`src/rtl/bos_pkg.sv`:
```
// shared types and constants for the box overlap suppression block
package bos_pkg;

    localparam int COORD_W   = 16;
    localparam int SLOT_W    = 6;
    localparam int RIGHT_W   = COORD_W + 1;
    localparam int EXT_W     = COORD_W + 2;
    localparam int AREA_W    = 2 * (EXT_W - 1);
    localparam int THR_W     = 32;
    localparam int S_DATA_W  = 72;
    localparam int M_DATA_W  = 8;
    localparam int Q_DEPTH   = 4;
    localparam int Q_PTR_W   = 2;

    localparam logic [THR_W-1:0] THR_RESET = 32'd1000;

    // x sits in the lowest bits, matching the input packing
    typedef struct packed {
        logic signed [COORD_W-1:0] h;
        logic signed [COORD_W-1:0] w;
        logic signed [COORD_W-1:0] y;
        logic signed [COORD_W-1:0] x;
    } box_t;

    typedef struct packed {
        logic              last;
        logic              alive;
        logic [SLOT_W-1:0] slot;
        box_t              box;
    } q_entry_t;

endpackage

```
`src/rtl/bos_ram.sv`:
```
// generic single-write, single-read ram with registered read data
module bos_ram #(
    parameter int WIDTH = 64,
    parameter int DEPTH = 32
) (
    input  logic                     aclk,
    input  logic                     we,
    input  logic [$clog2(DEPTH)-1:0] waddr,
    input  logic [WIDTH-1:0]         wdata,
    input  logic [$clog2(DEPTH)-1:0] raddr,
    output logic [WIDTH-1:0]         rdata
);

    logic [WIDTH-1:0] mem_reg [DEPTH];
    logic [WIDTH-1:0] rdata_reg;

    always_ff @(posedge aclk) begin
        if (we) begin
            mem_reg[waddr] <= wdata;
        end
        rdata_reg <= mem_reg[raddr];
    end

    assign rdata = rdata_reg;

endmodule

```
`src/rtl/bos_front.sv`:
```
// input side: accepts boxes, assigns slots and marks the end of each set
module bos_front #(
    parameter int MAX_BOXES = 32
) (
    input  logic                         aclk,
    input  logic                         aresetn,
    input  logic                         s_tvalid,
    output logic                         s_tready,
    input  logic [bos_pkg::S_DATA_W-1:0] s_tdata,
    input  logic                         s_tlast,
    input  logic                         q_full,
    output logic                         q_push,
    output bos_pkg::q_entry_t            q_entry
);
    import bos_pkg::*;

    localparam int IDX_W = $clog2(MAX_BOXES);

    logic [IDX_W-1:0] cnt_reg;
    logic             set_end;

    // a full store closes the set just like tlast
    assign set_end  = s_tlast || (cnt_reg == IDX_W'(MAX_BOXES - 1));
    assign s_tready = !q_full;
    assign q_push   = s_tvalid && !q_full;

    assign q_entry.box   = box_t'(s_tdata[4*COORD_W-1:0]);
    assign q_entry.alive = s_tdata[4*COORD_W];
    assign q_entry.slot  = SLOT_W'(cnt_reg);
    assign q_entry.last  = set_end;

    always_ff @(posedge aclk) begin
        if (!aresetn) begin
            cnt_reg <= '0;
        end else if (q_push) begin
            cnt_reg <= set_end ? '0 : cnt_reg + IDX_W'(1);
        end
    end

endmodule

```
`src/rtl/bos_queue.sv`:
```
// short fifo between the input side and the suppression engine
module bos_queue (
    input  logic              aclk,
    input  logic              aresetn,
    input  logic              push,
    input  bos_pkg::q_entry_t push_entry,
    output logic              full,
    input  logic              pop,
    output bos_pkg::q_entry_t pop_entry,
    output logic              not_empty
);
    import bos_pkg::*;

    q_entry_t           mem_reg [Q_DEPTH];
    logic [Q_PTR_W-1:0] wr_ptr_reg;
    logic [Q_PTR_W-1:0] rd_ptr_reg;
    logic [Q_PTR_W:0]   cnt_reg;

    assign full      = (cnt_reg == (Q_PTR_W + 1)'(Q_DEPTH));
    assign not_empty = (cnt_reg != '0);
    assign pop_entry = mem_reg[rd_ptr_reg];

    always_ff @(posedge aclk) begin
        if (push) begin
            mem_reg[wr_ptr_reg] <= push_entry;
        end
    end

    always_ff @(posedge aclk) begin
        if (!aresetn) begin
            wr_ptr_reg <= '0;
            rd_ptr_reg <= '0;
            cnt_reg    <= '0;
        end else begin
            if (push) begin
                wr_ptr_reg <= wr_ptr_reg + Q_PTR_W'(1);
            end
            if (pop) begin
                rd_ptr_reg <= rd_ptr_reg + Q_PTR_W'(1);
            end
            case ({push, pop})
                2'b10:   cnt_reg <= cnt_reg + (Q_PTR_W + 1)'(1);
                2'b01:   cnt_reg <= cnt_reg - (Q_PTR_W + 1)'(1);
                default: cnt_reg <= cnt_reg;
            endcase
        end
    end

endmodule

```
`src/rtl/bos_engine.sv`:
```
// back end: stores a set, runs the pairwise suppression and emits keep flags
module bos_engine #(
    parameter int MAX_BOXES = 32
) (
    input  logic                         aclk,
    input  logic                         aresetn,
    input  logic [bos_pkg::THR_W-1:0]    threshold,
    input  logic                         q_valid,
    input  bos_pkg::q_entry_t            q_entry,
    output logic                         q_pop,
    output logic                         m_tvalid,
    input  logic                         m_tready,
    output logic [bos_pkg::M_DATA_W-1:0] m_tdata,
    output logic                         m_tlast
);
    import bos_pkg::*;

    localparam int IDX_W = $clog2(MAX_BOXES);
    localparam int CNT_W = $clog2(MAX_BOXES + 1);

    localparam logic [2:0] ST_LOAD  = 3'd0;
    localparam logic [2:0] ST_FIND  = 3'd1;
    localparam logic [2:0] ST_LDI   = 3'd2;
    localparam logic [2:0] ST_SCAN  = 3'd3;
    localparam logic [2:0] ST_DRAIN = 3'd4;
    localparam logic [2:0] ST_EMIT  = 3'd5;

    logic [2:0]           state_reg;
    logic [CNT_W-1:0]     n_reg;
    logic [CNT_W-1:0]     i_reg;
    logic [CNT_W-1:0]     j_reg;
    logic [CNT_W-1:0]     k_reg;
    logic [MAX_BOXES-1:0] alive_reg;

    // pair pipeline
    logic                       rd_v, e1_v, e2_v, mul_v;
    logic [IDX_W-1:0]           j_rd_reg, j_e1_reg, j_e2_reg, j_mul_reg;
    box_t                       bi_reg;
    logic signed [RIGHT_W-1:0]  bi_rx_reg, bi_ry_reg;
    logic signed [COORD_W-1:0]  lo_x_reg, lo_y_reg;
    logic signed [RIGHT_W-1:0]  rx_reg, ry_reg;
    logic [EXT_W-2:0]           ex_reg, ey_reg;
    logic [AREA_W-1:0]          prod_reg;

    logic                m_valid_reg;
    logic [M_DATA_W-1:0] m_data_reg;
    logic                m_last_reg;

    logic [IDX_W-1:0]          raddr;
    logic [4*COORD_W-1:0]      rd_data;
    box_t                      bj;
    box_t                      bi_rd;
    logic                      pipe_busy;
    logic                      out_load;
    logic                      k_last;
    logic                      hit;
    logic signed [RIGHT_W-1:0] min_x, min_y;
    logic signed [EXT_W-1:0]   ext_x, ext_y;
    logic                      overlap;

    assign q_pop     = (state_reg == ST_LOAD) && q_valid;
    assign raddr     = (state_reg == ST_FIND) ? i_reg[IDX_W-1:0] : j_reg[IDX_W-1:0];
    assign pipe_busy = rd_v | e1_v | e2_v | mul_v;
    assign out_load  = (state_reg == ST_EMIT) && (!m_valid_reg || m_tready);
    assign k_last    = ((k_reg + CNT_W'(1)) == n_reg);

    bos_ram #(
        .WIDTH (4 * COORD_W),
        .DEPTH (MAX_BOXES)
    ) u_box_ram (
        .aclk  (aclk),
        .we    (q_pop),
        .waddr (q_entry.slot[IDX_W-1:0]),
        .wdata (q_entry.box),
        .raddr (raddr),
        .rdata (rd_data)
    );

    assign bj    = box_t'(rd_data);
    assign bi_rd = box_t'(rd_data);

    // second extent stage: smaller right edge minus larger left edge
    always_comb begin
        min_x   = (bi_rx_reg < rx_reg) ? bi_rx_reg : rx_reg;
        min_y   = (bi_ry_reg < ry_reg) ? bi_ry_reg : ry_reg;
        ext_x   = {min_x[RIGHT_W-1], min_x} - {{2{lo_x_reg[COORD_W-1]}}, lo_x_reg};
        ext_y   = {min_y[RIGHT_W-1], min_y} - {{2{lo_y_reg[COORD_W-1]}}, lo_y_reg};
        overlap = !ext_x[EXT_W-1] && (ext_x != '0) && !ext_y[EXT_W-1] && (ext_y != '0);
    end

    assign hit = mul_v && (prod_reg >= AREA_W'(threshold));

    always_ff @(posedge aclk) begin
        j_rd_reg  <= j_reg[IDX_W-1:0];
        j_e1_reg  <= j_rd_reg;
        j_e2_reg  <= j_e1_reg;
        j_mul_reg <= j_e2_reg;
        if (state_reg == ST_LDI) begin
            bi_reg    <= bi_rd;
            bi_rx_reg <= RIGHT_W'(bi_rd.x) + RIGHT_W'(bi_rd.w);
            bi_ry_reg <= RIGHT_W'(bi_rd.y) + RIGHT_W'(bi_rd.h);
        end
        lo_x_reg <= (bi_reg.x > bj.x) ? bi_reg.x : bj.x;
        lo_y_reg <= (bi_reg.y > bj.y) ? bi_reg.y : bj.y;
        rx_reg   <= RIGHT_W'(bj.x) + RIGHT_W'(bj.w);
        ry_reg   <= RIGHT_W'(bj.y) + RIGHT_W'(bj.h);
        ex_reg   <= overlap ? ext_x[EXT_W-2:0] : '0;
        ey_reg   <= overlap ? ext_y[EXT_W-2:0] : '0;
        prod_reg <= AREA_W'(ex_reg) * AREA_W'(ey_reg);
        if (out_load) begin
            m_data_reg <= {1'b0, alive_reg[k_reg[IDX_W-1:0]], SLOT_W'(k_reg)};
            m_last_reg <= k_last;
        end
    end

    // alive flags are written at load, so they need no reset
    always_ff @(posedge aclk) begin
        if (q_pop) begin
            alive_reg[q_entry.slot[IDX_W-1:0]] <= q_entry.alive;
        end else if (hit) begin
            alive_reg[j_mul_reg] <= 1'b0;
        end
    end

    always_ff @(posedge aclk) begin
        if (!aresetn) begin
            state_reg   <= ST_LOAD;
            n_reg       <= '0;
            i_reg       <= '0;
            j_reg       <= '0;
            k_reg       <= '0;
            rd_v        <= 1'b0;
            e1_v        <= 1'b0;
            e2_v        <= 1'b0;
            mul_v       <= 1'b0;
            m_valid_reg <= 1'b0;
        end else begin
            rd_v  <= 1'b0;
            e1_v  <= rd_v;
            e2_v  <= e1_v;
            mul_v <= e2_v;
            case (state_reg)
                ST_LOAD: begin
                    if (q_valid && q_entry.last) begin
                        n_reg     <= CNT_W'(q_entry.slot) + CNT_W'(1);
                        i_reg     <= '0;
                        state_reg <= ST_FIND;
                    end
                end
                ST_FIND: begin
                    if (i_reg == n_reg) begin
                        k_reg     <= '0;
                        state_reg <= ST_EMIT;
                    end else if (alive_reg[i_reg[IDX_W-1:0]]) begin
                        state_reg <= ST_LDI;
                    end else begin
                        i_reg <= i_reg + CNT_W'(1);
                    end
                end
                ST_LDI: begin
                    j_reg     <= i_reg + CNT_W'(1);
                    state_reg <= ST_SCAN;
                end
                ST_SCAN: begin
                    if (j_reg == n_reg) begin
                        state_reg <= ST_DRAIN;
                    end else begin
                        rd_v  <= 1'b1;
                        j_reg <= j_reg + CNT_W'(1);
                    end
                end
                ST_DRAIN: begin
                    if (!pipe_busy) begin
                        i_reg     <= i_reg + CNT_W'(1);
                        state_reg <= ST_FIND;
                    end
                end
                ST_EMIT: begin
                    if (out_load) begin
                        k_reg <= k_reg + CNT_W'(1);
                        if (k_last) begin
                            state_reg <= ST_LOAD;
                        end
                    end
                end
                default: state_reg <= ST_LOAD;
            endcase
            if (out_load) begin
                m_valid_reg <= 1'b1;
            end else if (m_tready) begin
                m_valid_reg <= 1'b0;
            end
        end
    end

    assign m_tvalid = m_valid_reg;
    assign m_tdata  = m_data_reg;
    assign m_tlast  = m_last_reg;

    a_full_store_ends_set : assert property (@(posedge aclk) disable iff (!aresetn)
        (q_pop && !q_entry.last) |-> (q_entry.slot != SLOT_W'(MAX_BOXES - 1)))
        else $error("box in final slot did not close the set");

    a_scan_after_i : assert property (@(posedge aclk) disable iff (!aresetn)
        (state_reg == ST_SCAN) |-> (j_reg > i_reg))
        else $error("pair scan index not above the suppressing box");

    a_emit_after_drain : assert property (@(posedge aclk) disable iff (!aresetn)
        (state_reg == ST_EMIT) |-> !pipe_busy)
        else $error("results emitted with pair checks still in flight");

endmodule

```
`src/rtl/box_overlap_suppression.sv`:
```
// top level of the greedy box overlap suppression block
// items enter at one per cycle while the four-entry queue has room
// per set of n boxes: the boxes are loaded, then each live box i is checked against each later
// box (a dead box is skipped), then n results are emitted; all pair checks go through the single
// pair pipeline on the box ram's one read port
// synchronous active-low reset clears control state and sets the threshold to 1000
module box_overlap_suppression #(
    parameter int MAX_BOXES = 32
) (
    input  logic                         aclk,
    input  logic                         aresetn,
    // configuration: overlap threshold
    input  logic                         cfg_we,
    input  logic [bos_pkg::THR_W-1:0]    cfg_wdata,
    // box input
    input  logic                         s_tvalid,
    output logic                         s_tready,
    // fields from bit 0: left_x[15:0], top_y[31:16], box_width[47:32],
    // box_height[63:48], alive_in[64], zero fill[71:65]
    input  logic [bos_pkg::S_DATA_W-1:0] s_tdata,
    input  logic                         s_tlast,
    // result output
    output logic                         m_tvalid,
    input  logic                         m_tready,
    // fields from bit 0: box_index[5:0], keep[6], zero fill[7]
    output logic [bos_pkg::M_DATA_W-1:0] m_tdata,
    output logic                         m_tlast
);
    import bos_pkg::*;

    logic [THR_W-1:0] thr_reg;

    // queue between the two halves
    logic     q_push;
    logic     q_full;
    q_entry_t q_push_entry;
    logic     q_pop;
    logic     q_not_empty;
    q_entry_t q_head;

    // threshold register; the user must write it only while the block is idle, the block does not enforce this
    always_ff @(posedge aclk) begin
        if (!aresetn) begin
            thr_reg <= THR_RESET;
        end else if (cfg_we) begin
            thr_reg <= cfg_wdata;
        end
    end

    // front: numbers each box within its set and flags the end of the set
    bos_front #(
        .MAX_BOXES (MAX_BOXES)
    ) u_front (
        .aclk     (aclk),
        .aresetn  (aresetn),
        .s_tvalid (s_tvalid),
        .s_tready (s_tready),
        .s_tdata  (s_tdata),
        .s_tlast  (s_tlast),
        .q_full   (q_full),
        .q_push   (q_push),
        .q_entry  (q_push_entry)
    );

    // lets up to four boxes of the next set queue up while the engine is still busy
    bos_queue u_queue (
        .aclk       (aclk),
        .aresetn    (aresetn),
        .push       (q_push),
        .push_entry (q_push_entry),
        .full       (q_full),
        .pop        (q_pop),
        .pop_entry  (q_head),
        .not_empty  (q_not_empty)
    );

    // back: box store, suppression sweep and registered result output
    bos_engine #(
        .MAX_BOXES (MAX_BOXES)
    ) u_engine (
        .aclk      (aclk),
        .aresetn   (aresetn),
        .threshold (thr_reg),
        .q_valid   (q_not_empty),
        .q_entry   (q_head),
        .q_pop     (q_pop),
        .m_tvalid  (m_tvalid),
        .m_tready  (m_tready),
        .m_tdata   (m_tdata),
        .m_tlast   (m_tlast)
    );

endmodule

```
`config.mk`:
```
export PLATFORM = sky130hd
export DESIGN_NAME = box_overlap_suppression
export DESIGN_NICKNAME = d
export VERILOG_FILES = /design/src/rtl/bos_pkg.sv /design/src/rtl/bos_ram.sv /design/src/rtl/bos_front.sv /design/src/rtl/bos_queue.sv /design/src/rtl/bos_engine.sv /design/src/rtl/box_overlap_suppression.sv
export SDC_FILE = /design/constraint.sdc
export NUM_CORES = 2
export LEC_CHECK = 0
export BUFFER_PORTS_ARGS = -buffer_cell sky130_fd_sc_hd__buf_2
export CAP_MARGIN = 20
export CORE_MARGIN = 4
export CORE_UTILIZATION = 28
export DETAILED_ROUTE_END_ITERATION = 7
export GPL_TIMING_DRIVEN = 0
export PLACE_DENSITY_LB_ADDON = 0.15
export SETUP_SLACK_MARGIN = 0.5
export SYNTH_ARGS = -nofsm -noshare
export SYNTH_HDL_FRONTEND = slang
export SYNTH_SLANG_ARGS = --single-unit
```
`constraint.sdc`:
```
create_clock -name aclk -period 15.5 [get_ports aclk]
set_input_delay 3.1 -clock aclk [delete_from_list [all_inputs] [get_ports aclk]]
set_output_delay 3.1 -clock aclk [all_outputs]
set_load 0.005 [all_outputs]
```
==> results.cfg <==
[clock_network]
cts_root_buf = clkbuf_16
clkLatencyLatePin_ns = 0.94
cts_inserted_buffers = 320
htreeDepth = 5
postCtsHoldBufs = 0
post_cts_buffers = 0
cts_resized = 0
cts.clk_slew.worst_paths_ns = 0.06
clock_path_buffers = 4
cts_tree = built
clkSinkCount = 2734

[logic_synthesis]
syn-cell-area_um2 = 117000
synth_ff_type = edfxtp_1
yosysSeqAreaShare_pct = 67.6
ys_warn_count = 0
yosysUniqueCellTypes = 75
synth-edff-count = 2438
synth-seq-cells = 2734
async_reset_ff_share_pct = 0
synth_fp_nets = 7680
synth_cells = 7057
synth_area_per_cell_um2 = 16.6

[global_routing]
antenna_found_initial = 30
grt_max_degree = 58
grt_pass1_wl_um = 489000
grt_pass1_vias = 66900
grt.overflow.total = 0
grtUsageTotal_pct = 15.8

[route]
ant_nets = 0
vias = 63300
wl_per_cell_um = 25.6
drt_iter0_drc = 5000
drc = 0
routed_wl_um = 342000
viasPerCell = 4.73
firstDrtPassIters = 5

[cells_and_area]
final_cell_mix = edfxtp_1 (2438), nand2_1 (816), mux4_2 (603)
drive_above_1_share_pct = 19.4
finish.instance_area_um2 = 137000
largest_reg_flops = 2048
final_common_cell = edfxtp_1
area_growth_pct = 17.3
nFillCells = 40100
layout.nets = 8232

[critical_path]
criticalPathCategory = flop to flop
r2r_cells = 22
r2r_setup_slack_ns = 8.14
rr_startpoint = u_engine.ey_reg[8]
crit_arrival_ns = 8.16
cp_max_fo = 10
worstPathRequired_ns = 16.30
cp-start-kind = flop
cp-end-kind = flop
r2r_end = u_engine.prod_reg[30]

[placed_design]
place_area_um2 = 127000
place_congestion = 0.792
dp_hpwl_um = 243000
numPortBuffers = 111

[timing]
slew_headroom_pct = 25.1
grt_setup_unrepaired = false
fin_crit_ns = 7.36
period_share_pct = 47.5
hold_ws_ns = 0.318
clock_skew_ns = 0.0976
finalSetupViolCount = 0
worstMarginPinSlew_ns = 1.12
fmax_ghz = 0.136
hold_viol = 0
maxSlewViolCount = 0
tns_ns = 0

[job]
cap_violations = 0

[outcome]
status = finished clean

[floorplan]
die-area_um2 = 428000
ioPinCount = 121
fp.dieW_um = 655
rows = 237
start_util_pct = 28.1
core_area_um2 = 417000
die_h_um = 655

[hold_path]
hold_depth = 0
hp-class = flop to flop
min_from = u_engine.j_e1_reg[4]
holdPathEnd = u_engine.j_e2_reg[4]

[power]
ir_drop_mv = 0.178
powerDensity_nw_per_um2 = 196
power_w = 0.0269
p_leak_nw = 47.6
==> where the power goes <==
part           internal, W  total, W  switching [W]
combinational      0.00357   0.00959        0.00602
clock              0.00419   0.00723        0.00303
sequential         0.00960    0.0101       0.000475
==> through the flow <==
step	setup WS, ns	util (%)	std cells
2_1_floorplan	9.52	-	7057
3_3_place_gp	4.89	29.9	12700
5_1_grt	7.71	33.0	13400
3_5_place_dp	8.06	30.5	12800
4_1_cts	8.08	32.9	13400
6_report	8.14	33.0	13400
==> final cells by class <==
type,instances,area (µm²),area share [%]
buffer,329,1420,1.04
clock buffer,426,8670,6.32
clock inverter,148,1340,0.973
tap,5497,6880,5.01
sequential,2734,79100,57.6
antenna,9,22.5,0.0164
inverter,428,1610,1.17
timing repair buffer,230,3030,2.21
multi-input combinational,3566,35200,25.6
==> kinds of logic (layout without fill, tap and decap cells) <==
family                     after synthesis  count (layout)  synth area share [%]
AOI/OAI and AO/OA                      532             532                  2.84
xor gates and xnor gates               106             106                 0.793
adders and majority gates              513             513                  6.95
buffers and inverters                  757            1561                  2.57
DFF                                   2734            2734                  67.6
muxes                                  716             716                  12.6
other                                    1              10               0.00320
and+or+nand+nor                       1698            1698                  6.58
==> how the worst max path moves through the flow <==
stage                                startpoint                endpoint  slack, ns
after floorplan              u_engine.ey_reg[8]   u_engine.prod_reg[30]       9.52
after global placement    u_engine.state_reg[1]  u_engine.alive_reg[23]       4.89
after detailed placement     u_engine.ey_reg[8]   u_engine.prod_reg[30]       8.06
after CTS                    u_engine.ey_reg[8]   u_engine.prod_reg[30]       8.08
after global routing         u_engine.ey_reg[8]   u_engine.prod_reg[30]       7.71
final                        u_engine.ey_reg[8]   u_engine.prod_reg[30]       8.14
==> layer usage <==
layer / track usage (%) / wire [µm] / up-vias
li1: - / - / 27900
met1: 20.6 / 146000 / 33200
met2: 26.8 / 168000 / 1620
met3: 2.54 / 17600 / 507
met4: 5.01 / 11300 / 4
met5: 0 / 27 / -
==> worst max-delay path, stage by stage (launching register included) <==
cell and delay [ns]:
dfxtp_1 0.31, clkbuf_1 0.40, clkbuf_1 0.65, nand2_1 0.17, fa_1 0.58, inv_1 0.07, fa_1 0.50, fa_1 0.58
fa_1 0.43, fa_1 0.49, inv_1 0.05, fa_1 0.52, inv_1 0.06, ha_1 0.35, a2111oi_0 0.35, o21ai_0 0.15
o21ai_0 0.11, o21ai_0 0.18, or3_1 0.36, o211ai_1 0.31, nor2_1 0.13, o41ai_1 0.35, xnor2_1 0.20
==> synth_stat cells, types with 37 or more instances <==
| cell type | instances | area (µm²) |
|---|---|---|
| a21o_1 | 37 | 278 |
| mux4_2 | 603 | 13600 |
| a21oi_1 | 147 | 736 |
| nor2_1 | 177 | 664 |
| o21ai_0 | 126 | 631 |
| dfxtp_1 | 296 | 5930 |
| edfxtp_1 | 2438 | 73200 |
| nor3_1 | 53 | 265 |
| mux2i_1 | 43 | 430 |
| inv_1 | 428 | 1610 |
| nand3_1 | 349 | 1750 |
| xor2_1 | 37 | 324 |
| nand2_1 | 816 | 3060 |
| ha_1 | 284 | 3550 |
| mux2_2 | 70 | 788 |
| buf_2 | 103 | 515 |
| clkbuf_1 | 195 | 732 |
| and2_1 | 137 | 857 |
| fa_1 | 229 | 4580 |
| xnor2_1 | 69 | 604 |
| o21ai_1 | 52 | 260 |
Power figures use the tool's default switching activity.
